[config.mk]
export PLATFORM = sky130hd
export DESIGN_NAME = bpfa_cfg
export DESIGN_NICKNAME = d
export VERILOG_FILES = /design/src/rtl/bitmap_page_frame_allocator_core_defines.svh /design/src/rtl/bpfa_pkg.sv /design/src/rtl/bpfa_cfg.sv
export SDC_FILE = /design/constraint.sdc
export NUM_CORES = 1
export LEC_CHECK = 0
export BUFFER_PORTS_ARGS = -buffer_cell sky130_fd_sc_hd__buf_2
export CAP_MARGIN = 20
export CORE_ASPECT_RATIO = 0.7
export CORE_UTILIZATION = 37
export DETAILED_ROUTE_END_ITERATION = 10
export GPL_TIMING_DRIVEN = 0
export PLACE_DENSITY = 0.76
export SLEW_MARGIN = 40
export SYNTH_ARGS = -nofsm -noshare
export SYNTH_HDL_FRONTEND = slang
export SYNTH_SLANG_ARGS = --single-unit
[constraint.sdc]
create_clock -name aclk -period 0.9 [get_ports aclk]
set_input_delay 0.135 -clock aclk [delete_from_list [all_inputs] [get_ports aclk]]
set_output_delay 0.135 -clock aclk [all_outputs]
set_load 0.01 [all_outputs]
[src/rtl/bitmap_page_frame_allocator_core_defines.svh]
// ---------------------------------------------------------------------------
// bitmap page frame allocator: assertion macros
// shared assertion forms, included only by bpfa_engine among the allocator modules
// ---------------------------------------------------------------------------
`ifndef BITMAP_PAGE_FRAME_ALLOCATOR_CORE_DEFINES_SVH
`define BITMAP_PAGE_FRAME_ALLOCATOR_CORE_DEFINES_SVH

// check held at every edge outside reset
`define BPFA_ASSERT(lbl, prop) \
    lbl: assert property (@(posedge aclk) disable iff (!aresetn) (prop)) \
        else $error("bpfa assertion failed");

// check held at every edge, reset included
`define BPFA_ASSERT_ALWAYS(lbl, prop) \
    lbl: assert property (@(posedge aclk) (prop)) \
        else $error("bpfa assertion failed");

`endif

[src/rtl/bpfa_pkg.sv]
// ---------------------------------------------------------------------------
// bpfa_pkg
// types, sizes and codes shared by the page frame allocator modules
// ---------------------------------------------------------------------------
package bpfa_pkg;

    // geometry
    localparam int NUM_PAGES   = 4096;
    localparam int PAGE_BYTES  = 4096;
    localparam int PAGE_SHIFT  = $clog2(PAGE_BYTES);
    localparam int WORD_BITS   = 32;
    localparam int NUM_WORDS   = NUM_PAGES / WORD_BITS;
    localparam int WORD_AW     = $clog2(NUM_WORDS);
    localparam int BIT_AW      = $clog2(WORD_BITS);
    localparam int PAGE_AW     = $clog2(NUM_PAGES);
    localparam int ADDR_W      = 32;
    localparam int START_W     = ADDR_W + 1 - PAGE_SHIFT;
    localparam int PAGE_NUM_W  = ADDR_W - PAGE_SHIFT;
    localparam int PADDR_OUT_W = 24;
    localparam int COUNT_W     = 13;

    // register port
    localparam int APB_AW    = 3;
    localparam int REG_IDX_W = 1;
    localparam logic [REG_IDX_W-1:0] REG_RESERVED_END = 1'b0;

    // request codes
    localparam logic [1:0] REQ_ALLOC = 2'd0;
    localparam logic [1:0] REQ_FREE  = 2'd1;
    localparam logic [1:0] REQ_INIT  = 2'd2;

    // status codes
    localparam logic [1:0] ST_DONE    = 2'd0;
    localparam logic [1:0] ST_OOM     = 2'd1;
    localparam logic [1:0] ST_IGNORED = 2'd2;

    typedef struct packed {
        logic [1:0]        req_type;
        logic [ADDR_W-1:0] free_addr;
    } req_t;

    typedef struct packed {
        logic [1:0]             status;
        logic [PADDR_OUT_W-1:0] frame_addr;
        logic [COUNT_W-1:0]     free_pages;
    } rsp_t;

    // bitmap memory command
    typedef struct packed {
        logic                 we;
        logic [WORD_AW-1:0]   waddr;
        logic [WORD_BITS-1:0] wdata;
        logic                 re;
        logic [WORD_AW-1:0]   raddr;
    } ram_cmd_t;

    typedef struct packed {
        logic              found;
        logic [BIT_AW-1:0] idx;
    } zscan_t;

    // lowest clear bit of a bitmap word
    function automatic zscan_t first_zero(input logic [WORD_BITS-1:0] w);
        zscan_t r;
        r.found = 1'b0;
        r.idx   = '0;
        for (int i = WORD_BITS - 1; i >= 0; i--) begin
            if (!w[i]) begin
                r.found = 1'b1;
                r.idx   = BIT_AW'(i);
            end
        end
        return r;
    endfunction

endpackage

[src/rtl/bpfa_cfg.sv]
// ---------------------------------------------------------------------------
// bpfa_cfg
// apb register file holding the reserved memory end address
// ---------------------------------------------------------------------------
module bpfa_cfg
    import bpfa_pkg::*;
(
    input  logic              aclk,
    input  logic              aresetn,
    input  logic              psel,
    input  logic              penable,
    input  logic              pwrite,
    input  logic [APB_AW-1:0] paddr,
    input  logic [31:0]       pwdata,
    output logic [31:0]       prdata,
    output logic              pready,
    output logic [ADDR_W-1:0] reserved_end_addr
);

    logic [ADDR_W-1:0]    resv_reg;
    logic [ADDR_W-1:0]    resv_next;
    logic [REG_IDX_W-1:0] reg_idx;
    logic                 wr_en;

    assign reg_idx = paddr[APB_AW-1:2];
    assign wr_en   = psel && penable && pwrite;
    assign pready  = 1'b1;

    // write decode
    always_comb begin
        resv_next = resv_reg;
        if (wr_en && reg_idx == REG_RESERVED_END) begin
            resv_next = pwdata;
        end
    end

    always_ff @(posedge aclk) begin
        if (!aresetn) begin
            resv_reg <= '0;
        end else begin
            resv_reg <= resv_next;
        end
    end

    // read mux
    always_comb begin
        unique case (reg_idx)
            REG_RESERVED_END: prdata = resv_reg;
            default:          prdata = '0;
        endcase
    end

    assign reserved_end_addr = resv_reg;

endmodule

==> metrics.yaml <==
worst_hold_path:
  holdPathStages: 3
  hold_end: "reserved_end_addr[2]$_SDFFE_PN0P_"
  hold_path.startpoint: "pwdata[2]"
  worstHoldPathType: "input port to register"
floorplan:
  design.core.area_um2: 3950
  io_pins: 105
  die_h_um: 55.9
  start_util_pct: 39.0
  dieArea_um2: 4420
  rows: 19
  die_x_um: 79.1
placement:
  dp_cells: 329
  dp_slack_ns: -0.239
  placed_area_um2: 2100
  place_hpwl_um: 2710
  portBuffers: 100
  place.gp.congestion: 0.746
setup_path:
  path_cells: "nor2b_1 -> buf_2"
  critPathLaunchType: "register"
  r2r_cells: 4
  critPathSlowestCell: "dfxtp_2"
  critPathMaxFanout: 3
  arrival_ns: 0.92
  r2r-start: "reserved_end_addr[28]$_SDFFE_PN0P_"
  worstReg2RegEnd: "reserved_end_addr[28]$_SDFFE_PN0P_"
  critical-path-max-stage-delay_ns: 0.35
  r2r_setup_slack_ns: 0.10
  required_ns: 0.76
  end_kind: "output pin"
  criticalPathCategory: "register to output pin"
cts:
  path_clk_slew_ns: 0.07
  cts_root_buf: "clkbuf_8"
  htree_levels: 2
  cts.sinks: 32
  clk_latency_ns: 0.28
  cts_buffers: 5
  cts_tree: "done"
  clock_path_buffers: 2
routing:
  routed_wl_um: 4370
  drt.antenna.violating_nets: 0
  drc: 0
  drtPass1Iterations: 4
  route.vias.total: 1597
  wl_per_cell_um: 12.2
  drt-initial-drc-count: 40
  routed_via_density: 4.46
cells_and_area:
  antenna_cells: 0
  largest_reg_flops: 32
  drive_gt1_share_pct: 59.5
  layoutNonFillerInstCount: 358
  areaGrowthSynthToFinish_pct: 75.8
  final_area_um2: 2700
  fin_nets: 345
global_routing:
  antenna_found_initial: 0
  grt_use_total_pct: 17.5
  grt_max_degree: 11
  grt_pass1_vias: 1273
  grt_pass1_wl_um: 5910
  overflow: 0
pwr:
  p_leak_uw: 0.00130
  ir_drop_mv: 0.657
  total_power_uw: 3270
  cellPowerDensity_nw_per_um2: 1210
synth:
  synth-seq-cells: 32
  syn_inst: 177
  yosys.area.top_type: "dfxtp_1"
  ys_seq_area_share_pct: 41.7
  syn_nets: 217
  synthDistinctLibCells: 12
  avgSynthCellArea_um2: 8.69
  syn_area_um2: 1540
  synth_warnings: 0
  synth.area.top_cells: "dfxtp_1 42%, mux2i_1 21%, nand2_1 16%, nor2b_1 12%, buf_12 3.9%"
  synth_top_area_share_pct: 41.7
sta:
  slew_viol_final: 0
  finalWorstSetupSlack_ns: -0.151
  hold_slack_ns: 0.0866
  fmax_ghz: 0.952
  finalWorstPathRequiredPeriod_ns: 1.05
  rsz0062_at_grt: "true"
  skew_ns: 0
  finalSetupViolCount: 39
  hold_viol: 0
  min_period_over_period_pct: 117
outcome:
  violations: "negative setup slack"
  status: "finished with violations"
run:
  max-cap-violations: 0
==> through the flow <==
| step | setup TNS (ns) | util (%) |
|---|---|---|
| 2_1_floorplan | 0 | - |
| 5_1_grt | -6.21 | 68.5 |
| 3_5_place_dp | -11.38 | 53.3 |
| 4_1_cts | -3.88 | 60.4 |
| 3_3_place_gp | -10.62 | 53.3 |
| 6_report | -4.18 | 68.5 |
==> logic make-up after synthesis <==
| logic type | Yosys count | synth area share [%] |
|---|---|---|
| multiplexers | 32 | 20.8 |
| AND/OR/NAND/NOR | 97 | 29.6 |
| other | 1 | 0.244 |
| flip-flops | 32 | 41.7 |
| buffers and inverters | 15 | 7.65 |
==> where the power goes <==
group	internal (uW)	switching, uW
clock network	821	528
registers	1450	25.7
logic	236	210
==> Yosys cell counts <==
cell type and count:
nor2b_1 30, nand2_1 64, buf_2 1, buf_12 3, dfxtp_1 32, buf_4 1, and4b_1 1, clkbuf_1 9
conb_1 1, mux2i_1 32, buf_6 1, and2b_2 2
==> repair_timing <==
| item | CTS | global route |
|---|---|---|
| buffers inserted | 10 | 11 |
| setup endpoints to repair | 56 | 64 |
| gates resized for setup | 45 | 48 |
| hold buffers | 0 | 0 |
| pin swaps | 0 | 0 |
==> cells in the final DEF (no fill, tap or decap), types with 2 or more instances in the layout <==
cell type,netlist,routed
buf_2,1,67
nor2b_1,30,23
and2b_2,2,2
clkbuf_2,0,6
buf_4,1,16
nand2_1,64,64
clkbuf_1,9,4
buf_12,3,3
buf_6,1,41
mux2i_1,32,31
clkbuf_8,0,5
dfxtp_2,0,32
nor2b_4,0,6
==> worst max-delay path, delay by kind of cell, from the launching register on <==
kind          cells  cell delay (ns)
flops             1             0.35
buf+inv           1             0.15
simple gates      1             0.14
==> layout make-up <==
| type | instances | area (um2) |
|---|---|---|
| clock inverter | 2 | 35.0 |
| multi-input combinational | 130 | 831 |
| timing repair buffer | 121 | 893 |
| buffer | 15 | 125 |
| clock buffer | 6 | 72.6 |
| tap | 52 | 65.1 |
| sequential | 32 | 681 |
| fill | 294 | 1240 |
==> how the worst max path moves through the flow <==
stage / from / end / slack, ns / cells after the start
final: reserved_end_addr[14]$_SDFFE_PN0P_ / prdata[14] / -0.15 / 2
after detailed placement: paddr[2] / reserved_end_addr[11]$_SDFFE_PN0P_ / -0.24 / 5
after global routing: reserved_end_addr[1]$_SDFFE_PN0P_ / prdata[1] / -0.23 / 2
after floorplan: paddr[2] / reserved_end_addr[0]$_SDFFE_PN0P_ / 0.02 / 4
after CTS: reserved_end_addr[31]$_SDFFE_PN0P_ / prdata[31] / -0.15 / 2
after global placement: paddr[2] / reserved_end_addr[19]$_SDFFE_PN0P_ / -0.20 / 5
==> routing by layer <==
metal / share of wire, % / global-route usage (%) / vias to the layer above
li1: - / - / 809
met1: 46 / 22.8 / 725
met2: 47 / 27.1 / 58
met3: 6.1 / 5.74 / 5
met4: 0.71 / 6.23 / 0
met5: 0 / 0 / -
Note: power is estimated with default switching activity, not from simulation.
